`config.mk`:
```
export PLATFORM = sky130hd
export DESIGN_NAME = flip_digit_animation_sequencer_unit
export DESIGN_NICKNAME = d
export VERILOG_FILES = /design/src/hdl/fdas_pkg.sv /design/src/hdl/flip_digit_animation_sequencer_unit.sv
export VERILOG_INCLUDE_DIRS = /design/src /design/src/hdl
export SDC_FILE = /design/constraint.sdc
export NUM_CORES = 1
export LEC_CHECK = 0
export BUFFER_PORTS_ARGS = -buffer_cell sky130_fd_sc_hd__buf_4
export CAP_MARGIN = 10
export CELL_PAD_IN_SITES_DETAIL_PLACEMENT = 1
export CELL_PAD_IN_SITES_GLOBAL_PLACEMENT = 2
export CORE_MARGIN = 8
export CORE_UTILIZATION = 38
export CTS_CLUSTER_SIZE = 28
export DETAILED_ROUTE_END_ITERATION = 10
export PLACE_DENSITY = 0.82
export SLEW_MARGIN = 20
export SYNTH_ARGS = -nofsm -noshare
export SYNTH_HDL_FRONTEND = slang
export SYNTH_SLANG_ARGS = --single-unit
```
`constraint.sdc`:
```
create_clock -name clk -period 6 [get_ports clk]
set_input_delay 1.2 -clock clk [delete_from_list [all_inputs] [get_ports clk]]
set_output_delay 1.2 -clock clk [all_outputs]
set_load 0.05 [all_outputs]
```
`src/hdl/flip_digit_animation_sequencer_unit_macros.svh`:
```
`ifndef FLIP_DIGIT_ANIMATION_SEQUENCER_UNIT_MACROS_SVH
`define FLIP_DIGIT_ANIMATION_SEQUENCER_UNIT_MACROS_SVH

// Same-cycle implication, disabled while reset is asserted.
`define FDAS_ASSERT_NOW(label, ante, cons, msg) \
  label: assert property (@(posedge clk) disable iff (!rst_n) (ante) |-> (cons)) \
    else $error(msg);

// Next-cycle implication, disabled while reset is asserted.
`define FDAS_ASSERT_NEXT(label, ante, cons, msg) \
  label: assert property (@(posedge clk) disable iff (!rst_n) (ante) |=> (cons)) \
    else $error(msg);

`endif

```
`src/hdl/fdas_pkg.sv`:
```
package fdas_pkg;

  localparam int NUM_SLOTS = 6;
  localparam int MAX_SLOTS = 8;
  localparam int IDX_W     = (NUM_SLOTS > 1) ? $clog2(NUM_SLOTS) : 1;

  localparam logic [15:0] FRAME_PERIOD_RST = 16'd35;
  localparam logic [3:0]  FLIP_LENGTH_RST  = 4'd8;

  typedef enum logic {
    OP_TIME  = 1'b0,
    OP_FRAME = 1'b1
  } opcode_t;

  typedef enum logic {
    CFG_FRAME_PERIOD = 1'b0,
    CFG_FLIP_LENGTH  = 1'b1
  } cfg_addr_t;

  typedef struct packed {
    opcode_t     opcode;
    logic [4:0]  hours;
    logic [5:0]  minutes;
    logic [5:0]  seconds;
    logic [31:0] now_ms;
  } in_req_t;

  typedef struct packed {
    logic [2:0] digit_position;
    logic [3:0] shown_digit;
    logic [3:0] old_digit;
    logic [3:0] flip_frame;
    logic       last_of_run;
  } out_res_t;

  // Splits a value below 64 into its tens and units digits.
  function automatic logic [7:0] split_tu(input logic [5:0] v);
    logic [2:0] tens;
    logic [5:0] units;
    tens = 3'd0;
    for (int k = 1; k <= 6; k++) begin
      if (v >= 6'(k * 10)) begin
        tens = 3'(k);
      end
    end
    units = v - 6'(tens * 4'd10);
    return {1'b0, tens, units[3:0]};
  endfunction

endpackage

```
`src/hdl/flip_digit_animation_sequencer_unit.sv`:
```
// Flip clock digit animation sequencer.
// The input channel (in_valid, in_ready, in_data) takes time requests and
// frame requests. A time request updates the stored digits and starts flips
// and produces no results. A frame request advances active flips when the
// frame period has elapsed and then produces one result per slot on the
// output channel (out_valid, out_ready, out_data), the first in the cycle
// after acceptance and one per cycle after that while out_ready is high, the
// last marked with last_of_run. No request is accepted while a run is
// being delivered, except that the next request is accepted in the same
// cycle that the final result is taken.
// The results come from a snapshot taken at acceptance, so a stalled
// receiver simply holds the current result until it is taken.
// The cfg_we, cfg_addr and cfg_wdata port writes frame_period_ms and
// flip_length. A synchronous reset clears all digits, flips and the advance
// timestamp and restores the register defaults.
module flip_digit_animation_sequencer_unit (
  input  logic               clk,
  input  logic               rst_n,
  input  logic               in_valid,
  output logic               in_ready,
  input  fdas_pkg::in_req_t  in_data,
  output logic               out_valid,
  input  logic               out_ready,
  output fdas_pkg::out_res_t out_data,
  input  logic               cfg_we,
  input  fdas_pkg::cfg_addr_t cfg_addr,
  input  logic [15:0]        cfg_wdata
);
  import fdas_pkg::*;

  localparam logic [IDX_W-1:0] LAST_IDX = IDX_W'(NUM_SLOTS - 1);

  logic [15:0] period_r, period_nxt;
  logic [3:0]  flip_len_r, flip_len_nxt;
  logic [31:0] last_r, last_nxt;

  logic [3:0] time_r     [NUM_SLOTS];
  logic [3:0] time_nxt   [NUM_SLOTS];
  logic [3:0] settle_r   [NUM_SLOTS];
  logic [3:0] settle_nxt [NUM_SLOTS];
  logic [3:0] depart_r   [NUM_SLOTS];
  logic [3:0] depart_nxt [NUM_SLOTS];
  logic [3:0] fc_r       [NUM_SLOTS];
  logic [3:0] fc_nxt     [NUM_SLOTS];
  logic [NUM_SLOTS-1:0] seen_r, seen_nxt;

  logic [3:0] snap_shown_r   [NUM_SLOTS];
  logic [3:0] snap_shown_nxt [NUM_SLOTS];
  logic [3:0] snap_old_r     [NUM_SLOTS];
  logic [3:0] snap_old_nxt   [NUM_SLOTS];
  logic [3:0] snap_frame_r   [NUM_SLOTS];
  logic [3:0] snap_frame_nxt [NUM_SLOTS];

  logic             busy_r, busy_nxt;
  logic [IDX_W-1:0] idx_r, idx_nxt;

  logic       time_fire;
  logic       frame_fire;
  logic       last_take;
  logic       advance;
  logic [31:0] elapsed;
  logic [7:0] hs, ms, ss;
  logic [3:0] dig [MAX_SLOTS];
  logic [4:0] f5;

  assign last_take  = busy_r && out_ready && (idx_r == LAST_IDX);
  assign in_ready   = !busy_r || last_take;
  assign time_fire  = in_valid && in_ready && (in_data.opcode == OP_TIME);
  assign frame_fire = in_valid && in_ready && (in_data.opcode == OP_FRAME);
  assign elapsed    = in_data.now_ms - last_r;
  assign advance    = elapsed >= {16'd0, period_r};

  assign hs = split_tu({1'b0, in_data.hours});
  assign ms = split_tu(in_data.minutes);
  assign ss = split_tu(in_data.seconds);

  always_comb begin
    for (int i = 0; i < MAX_SLOTS; i++) begin
      dig[i] = 4'd0;
    end
    dig[0] = hs[7:4];
    dig[1] = hs[3:0];
    dig[2] = ms[7:4];
    dig[3] = ms[3:0];
    dig[4] = ss[7:4];
    dig[5] = ss[3:0];
  end

  always_comb begin
    period_nxt   = period_r;
    flip_len_nxt = flip_len_r;
    last_nxt     = last_r;
    seen_nxt     = seen_r;
    busy_nxt     = busy_r;
    idx_nxt      = idx_r;
    f5           = 5'd0;
    for (int i = 0; i < NUM_SLOTS; i++) begin
      time_nxt[i]       = time_r[i];
      settle_nxt[i]     = settle_r[i];
      depart_nxt[i]     = depart_r[i];
      fc_nxt[i]         = fc_r[i];
      snap_shown_nxt[i] = snap_shown_r[i];
      snap_old_nxt[i]   = snap_old_r[i];
      snap_frame_nxt[i] = snap_frame_r[i];
    end

    if (cfg_we) begin
      case (cfg_addr)
        CFG_FRAME_PERIOD: period_nxt   = cfg_wdata;
        CFG_FLIP_LENGTH:  flip_len_nxt = cfg_wdata[3:0];
        default: ;
      endcase
    end

    if (time_fire) begin
      for (int i = 0; i < NUM_SLOTS; i++) begin
        time_nxt[i] = dig[i];
        if (!seen_r[i]) begin
          settle_nxt[i] = dig[i];
          depart_nxt[i] = dig[i];
          seen_nxt[i]   = 1'b1;
        end else if (dig[i] != settle_r[i] && fc_r[i] == 4'd0) begin
          depart_nxt[i] = settle_r[i];
          settle_nxt[i] = dig[i];
          fc_nxt[i]     = 4'd1;
        end
      end
    end

    if (frame_fire) begin
      if (advance) begin
        last_nxt = in_data.now_ms;
        for (int i = 0; i < NUM_SLOTS; i++) begin
          if (fc_r[i] != 4'd0) begin
            f5 = {1'b0, fc_r[i]} + 5'd1;
            fc_nxt[i] = (f5 > {1'b0, flip_len_r} || f5 > 5'd15) ? 4'd0 : f5[3:0];
          end
        end
      end
      for (int i = 0; i < NUM_SLOTS; i++) begin
        snap_shown_nxt[i] = time_r[i];
        snap_old_nxt[i]   = seen_r[i] ? depart_r[i] : time_r[i];
        snap_frame_nxt[i] = fc_nxt[i];
      end
    end

    if (busy_r && out_ready) begin
      idx_nxt = idx_r + IDX_W'(1);
      if (idx_r == LAST_IDX) begin
        busy_nxt = 1'b0;
        idx_nxt  = '0;
      end
    end
    if (frame_fire) begin
      busy_nxt = 1'b1;
      idx_nxt  = '0;
    end
  end

  always_ff @(posedge clk) begin
    if (!rst_n) begin
      period_r   <= FRAME_PERIOD_RST;
      flip_len_r <= FLIP_LENGTH_RST;
      last_r     <= '0;
      seen_r     <= '0;
      busy_r     <= 1'b0;
      idx_r      <= '0;
      for (int i = 0; i < NUM_SLOTS; i++) begin
        time_r[i]   <= '0;
        settle_r[i] <= '0;
        depart_r[i] <= '0;
        fc_r[i]     <= '0;
      end
    end else begin
      period_r   <= period_nxt;
      flip_len_r <= flip_len_nxt;
      last_r     <= last_nxt;
      seen_r     <= seen_nxt;
      busy_r     <= busy_nxt;
      idx_r      <= idx_nxt;
      for (int i = 0; i < NUM_SLOTS; i++) begin
        time_r[i]   <= time_nxt[i];
        settle_r[i] <= settle_nxt[i];
        depart_r[i] <= depart_nxt[i];
        fc_r[i]     <= fc_nxt[i];
      end
    end
  end

  always_ff @(posedge clk) begin
    for (int i = 0; i < NUM_SLOTS; i++) begin
      snap_shown_r[i] <= snap_shown_nxt[i];
      snap_old_r[i]   <= snap_old_nxt[i];
      snap_frame_r[i] <= snap_frame_nxt[i];
    end
  end

  assign out_valid               = busy_r;
  assign out_data.digit_position = 3'(idx_r);
  assign out_data.shown_digit    = snap_shown_r[idx_r];
  assign out_data.old_digit      = snap_old_r[idx_r];
  assign out_data.flip_frame     = snap_frame_r[idx_r];
  assign out_data.last_of_run    = (idx_r == LAST_IDX);

`include "flip_digit_animation_sequencer_unit_macros.svh"

  `FDAS_ASSERT_NEXT(a_frame_starts_run, frame_fire, out_valid && idx_r == '0,
    "frame request did not start a result run at slot zero")
  `FDAS_ASSERT_NEXT(a_run_ends, last_take && !frame_fire, !out_valid,
    "results continued past the last slot")
  `FDAS_ASSERT_NEXT(a_stall_holds_slot, out_valid && !out_ready,
    out_valid && $stable(idx_r), "slot index moved while the receiver stalled")
  `FDAS_ASSERT_NOW(a_idx_in_range, out_valid, idx_r <= LAST_IDX,
    "slot index beyond the last slot")

endmodule
```
---- Word-level counts from Yosys, hierarchy flattened ----
Memories as Yosys holds them, arrays and structs flattened. A register that Yosys moved wholly into a read port is not among the register bits.
Cells that the tools add are included.
W data, S select, Z words.
operators by class
  add/subtract/negate cells ............... 11
  multiply operators ...................... 3
  magnitude comparators ................... 31
  eq/ne operators ......................... 8
  multiplexer cells ....................... 117
  bitwise gates (word level) .............. 27
  reductions and logical operators ........ 38
operators by type and width
  operator               number
  $mux W4                78
  $mux W24               9
  $mux W3                16
  $ge A6 B6 Y1 const B   6
  $ge A32 B16 Y1         1
  $sub A32 B32 Y32       1
  $add A4 B1 Y5 const B  6
  $gt A5 B4 Y1           6
  $gt A5 B4 Y1 const B   6
  $ge A6 B5 Y1 const B   4
  $logic_not A4 Y1       6
  $or A1 B1 Y1           24
  $reduce_bool A4 Y1     6
  $ge A5 B6 Y1 const B   3
  $ge A6 B4 Y1 const B   2
  $mux W2                6
  $ne A3 B4 Y1           3
  $ne A4 B4 Y1           3
  $sub A4 B4 Y4          3
  $logic_and A1 B1 Y1    11
  $ge A5 B5 Y1 const B   2
  $mul A3 B3 Y3 const B  3
  $mux W1                8
  $reduce_and A2 Y1      4
  9 further kinds        18
word-level totals
  bits in registers ....................... 57
  RAM bits ................................ 168
  output and inout bits ................... 18
  word-level logic and storage cells ...... 248
  memories kept ........................... 7
memory list
  memory        words  width  read ports  clocked after Yosys merged registers in  write ports  RTL line                                   source
  depart_r      6      4      6           0                                        6            flip_digit_animation_sequencer_unit.sv:41  logic [3:0] depart_r [NUM_SLOTS];
  fc_r          6      4      6           0                                        6            flip_digit_animation_sequencer_unit.sv:43  logic [3:0] fc_r [NUM_SLOTS];
  settle_r      6      4      6           0                                        6            flip_digit_animation_sequencer_unit.sv:39  logic [3:0] settle_r [NUM_SLOTS];
  snap_frame_r  6      4      1           1                                        6            flip_digit_animation_sequencer_unit.sv:51  logic [3:0] snap_frame_r [NUM_SLOTS];
  snap_old_r    6      4      1           1                                        6            flip_digit_animation_sequencer_unit.sv:49  logic [3:0] snap_old_r [NUM_SLOTS];
  snap_shown_r  6      4      1           1                                        6            flip_digit_animation_sequencer_unit.sv:47  logic [3:0] snap_shown_r [NUM_SLOTS];
  +1 memories   -      -      -           -                                        -            -

---- Longest topological paths before layout ----
  word-level depth ........................ 18
  depth in mapped cells ................... 22
  gate-level depth less buffers ........... 20

---- Worst setup path after synthesis ----
OpenSTA, ideal clock, no wires.
  path type ............................... input -> register
  from .................................... input port in_data[0] (netlist name)
  to ...................................... memory snap_frame_r[1][3], data pin
  arrival ................................. 4.974 ns
  required time ........................... 5.743 ns
  slack ................................... 0.769 ns
  cell stages on the path ................. 18
  path buffers ............................ 2
  cells stage by stage .................... inv_1 -> ha_1 -> inv_1 -> fa_1 -> a21o_1 -> a221oi_2 -> nor4_1 -> or2_2 -> xor2_1 -> ha_1 -> a2111oi_0 -> o2111ai_1 -> a211oi_1 -> nand4_1 -> or4b_1 -> buf_2 -> buf_6 -> a32o_1
RTL lines
  what                RTL line                                   source
  start: declaration  flip_digit_animation_sequencer_unit.sv:21  input fdas_pkg::in_req_t in_data,
  end: declaration    flip_digit_animation_sequencer_unit.sv:51

==> impl_metrics.env <==
export IMPL_grt_pass1_wl_um=60900
export IMPL_drt_iter0_drc=528
export IMPL_drc=0
export IMPL_use_met2=0.302
export IMPL_die_w_um=200
export IMPL_antenna_found_initial=1
export IMPL_die_h_um=200
export IMPL_startpoint_type="input port"
export IMPL_routabilityCongestion=0.815
export IMPL_worstRegToRegCells=16
export IMPL_cts_max_path_buffers=3
export IMPL_port_buffers=89
export IMPL_drive_above_1_share=0.128
export IMPL_syn2layout_area_growth_pct=15.3
export IMPL_hp_class="flop to flop"
export IMPL_cp_arrival_ns=5.76
export IMPL_yosysWarnings=0
export IMPL_period_share=0.910
export IMPL_p_per_area_nw_per_um2=270
export IMPL_post_cts_buffers=0
export IMPL_synth_area_per_cell_um2=8.62
export IMPL_crit_required_ns=6.30
export IMPL_syn_area_um2=12900
export IMPL_drt_wirelength_per_cell_um=18.8
export IMPL_core_um2=33400
export IMPL_p_leak_uw=0.00576
export IMPL_worstReg2RegEnd="snap_frame_r[1][3]"
export IMPL_dpl_cell_area_um2=13900
export IMPL_dp_cells=1960
export IMPL_cts_root_buf="clkbuf_16"
export IMPL_grt_pass1_vias=11300
export IMPL_cts_hold_buf=0
export IMPL_hold_viol=0
export IMPL_start_util=0.384
export IMPL_clk_latency_ns=0.55
export IMPL_min_from="time_r[2][0]"
export IMPL_fin_area_um2=14800
export IMPL_period_minus_slack_ns=5.46
export IMPL_synth_cell_types=73
export IMPL_clkTransAtPathRegs_ns=0.06
export IMPL_rows=67
export IMPL_yosysSeqAreaShare=0.374
export IMPL_cts_tree="yes"
export IMPL_critPathKind="input port to flop"
export IMPL_reg2reg_from="last_r[0]"
export IMPL_end_kind="flop"
export IMPL_ys_ff_latch=208
export IMPL_use_met3=0.0240
export IMPL_slew_headroom=0.306
export IMPL_final_setup_tns_ns=0
export IMPL_rsz0062_at_grt="false"
export IMPL_hold_end="snap_shown_r[2][0]"
export IMPL_cp_max_fo=52
export IMPL_drv_slew=0
export IMPL_grt_usage=0.188
export IMPL_tightest_slew_ns=1.04
export IMPL_die_area_um2=40000
export IMPL_syn_nets=1659
export IMPL_first_pass_iters=5
export IMPL_clock_sinks=208
export IMPL_whs_ns=0.456
export IMPL_dp_hpwl_um=27100
export IMPL_netlist_instances=1491
export IMPL_grt_max_degree=82
export IMPL_status="finished clean"
export IMPL_pin_count=90
export IMPL_hold_depth=0
export IMPL_routed_wl_um=37800
export IMPL_finalClockSkew_ns=0.0138
export IMPL_r2r_slack_ns=1.03
export IMPL_drtAntennaViolNets=0
export IMPL_drv_cap=0
export IMPL_peakVddDrop_uv=184
export IMPL_fin_cells=2006
export IMPL_nets=1707
export IMPL_clock_fmax_ghz=0.183
export IMPL_vias=10900
export IMPL_synth_flop_cell="dfxtp_1"
export IMPL_synth_edf_count=64
export IMPL_total_power_uw=4010
export IMPL_numCtsBuffers=25
export IMPL_met1_usage=0.271
export IMPL_vias_per_cell=5.44
export IMPL_h_tree_depth=1
export IMPL_gr_max_usage_layer="met2"
export IMPL_overflow=0
export IMPL_synth_async_reset_ratio=0
export IMPL_nFillCells=3959
export IMPL_num_antenna_cells=0
export IMPL_ctsResizeCount=0
export IMPL_finalSetupViolations=0
-- cell usage in the layout (no fill, tap or decap), types with 6 or more instances in the layout --
cell type and count:
nand3_1 81, nand2b_1 17, o211ai_1 8, edfxtp_1 64, dfxtp_1 143, buf_4 102
bufinv_16 6, nor3_1 22, nor2_1 122, and2_1 9, xor2_1 30, o21ai_0 104
nor2b_1 19, ha_1 92, mux2_2 24, nand2_1 159, a211oi_1 34, mux2i_1 60
xnor2_1 27, clkbuf_16 26, a21o_1 15, inv_1 90, a21oi_1 129, nor3b_1 7
nand4_1 15, o21a_1 7, a31oi_1 14, mux4_2 8, a41o_1 6
-- metrics by stage --
stage / util / worst slack [ns]
final: 0.443 / 0.543
after global routing: 0.443 / 0.287
after CTS: 0.443 / 0.601
after detailed placement: 0.415 / 0.0395
after global placement: 0.415 / 0.155
after floorplan: - / 0.769
-- critical path: stages --
cell       delay (ns)
buf_4            0.11
inv_1            0.05
ha_1             0.20
inv_1            0.07
fa_1             0.40
a21o_1           0.20
a221oi_2         0.38
nor4_1           0.18
or2_2            0.35
xor2_1           0.15
ha_1             0.21
a2111oi_0        0.37
o2111ai_1        0.24
a211oi_1         0.24
nand4_1          0.19
or4b_2           0.71
buf_12           0.23
a32o_1           0.27
-- cell families after synthesis --
logic type	synth area share
XOR/XNOR	0.0388
AND/OR/NAND/NOR	0.178
buffers and inverters	0.0533
flip-flops	0.374
multiplexers	0.0844
AO/OA/AOI/OAI	0.176
adder cells (fa/ha/maj)	0.0958
-- layer usage --
layer | vias to the layer above | share of wire
met5 | - | 0
met4 | 0 | 0.014
met3 | 39 | 0.031
met2 | 127 | 0.45
met1 | 5349 | 0.51
li1 | 5406 | -
-- power breakdown --
part	switching (uW)	internal [uW]	leakage (uW)	total [uW]
clock	657	1060	0.000437	1710
sequential	38.7	1520	0.00180	1560
combinational	448	289	0.00353	737
total	1140	2870	0.00576	4010
-- flip-flops by register name, summed over array words and instances (netlist names), named ones only --
name / flops
snap_old_r: 20
snap_frame_r: 24
period_r: 16
fc_r: 24
idx_r: 3
snap_shown_r: 20
seen_r: 1
time_r: 20
depart_r: 20
settle_r: 20
out_valid: 1
last_r: 32
flip_len_r: 4
-- cell usage after synthesis, drive strengths merged (14+ instances only) --
cell | n | share of area
xor2 | 30 | 0.020
a31oi | 14 | 0.0068
o21ai | 105 | 0.041
a21oi | 131 | 0.051
dfxtp | 144 | 0.22
a21o | 15 | 0.0088
nand3 | 82 | 0.032
nor2b | 19 | 0.0092
mux2 | 27 | 0.024
nor3 | 22 | 0.0086
nand4 | 15 | 0.0073
edfxtp | 64 | 0.15
nand2 | 159 | 0.046
nand2b | 17 | 0.0083
mux2i | 60 | 0.047
xnor2 | 27 | 0.018
buf | 19 | 0.0078
inv | 91 | 0.027
a211oi | 36 | 0.022
clkbuf | 64 | 0.019
ha | 92 | 0.090
nor2 | 123 | 0.036
-- area by class of cell --
type / instances / area (um^2) / area share
clock buffer: 29 / 662 / 0.0446
sequential: 208 / 4810 / 0.324
inverter: 92 / 350 / 0.0236
tap: 448 / 561 / 0.0378
timing repair buffer: 104 / 806 / 0.0543
multi-input combinational: 1108 / 7380 / 0.498
clock inverter: 17 / 265 / 0.0179
-- worst max path at each step --
stage	slack, ns	from	endpoint	cells after the start
detailed placement	0.04	in_data[0]	snap_frame_r[1][3]	18
finish	0.54	in_data[0]	snap_frame_r[1][3]	18
global placement	0.15	in_data[0]	snap_frame_r[1][3]	18
floorplan	0.77	in_data[0]	snap_frame_r[1][3]	18
global route	0.29	in_data[0]	snap_frame_r[1][3]	20
CTS	0.60	in_data[0]	snap_frame_r[1][3]	18
No activity file was read; power rests on OpenSTA's default activity.
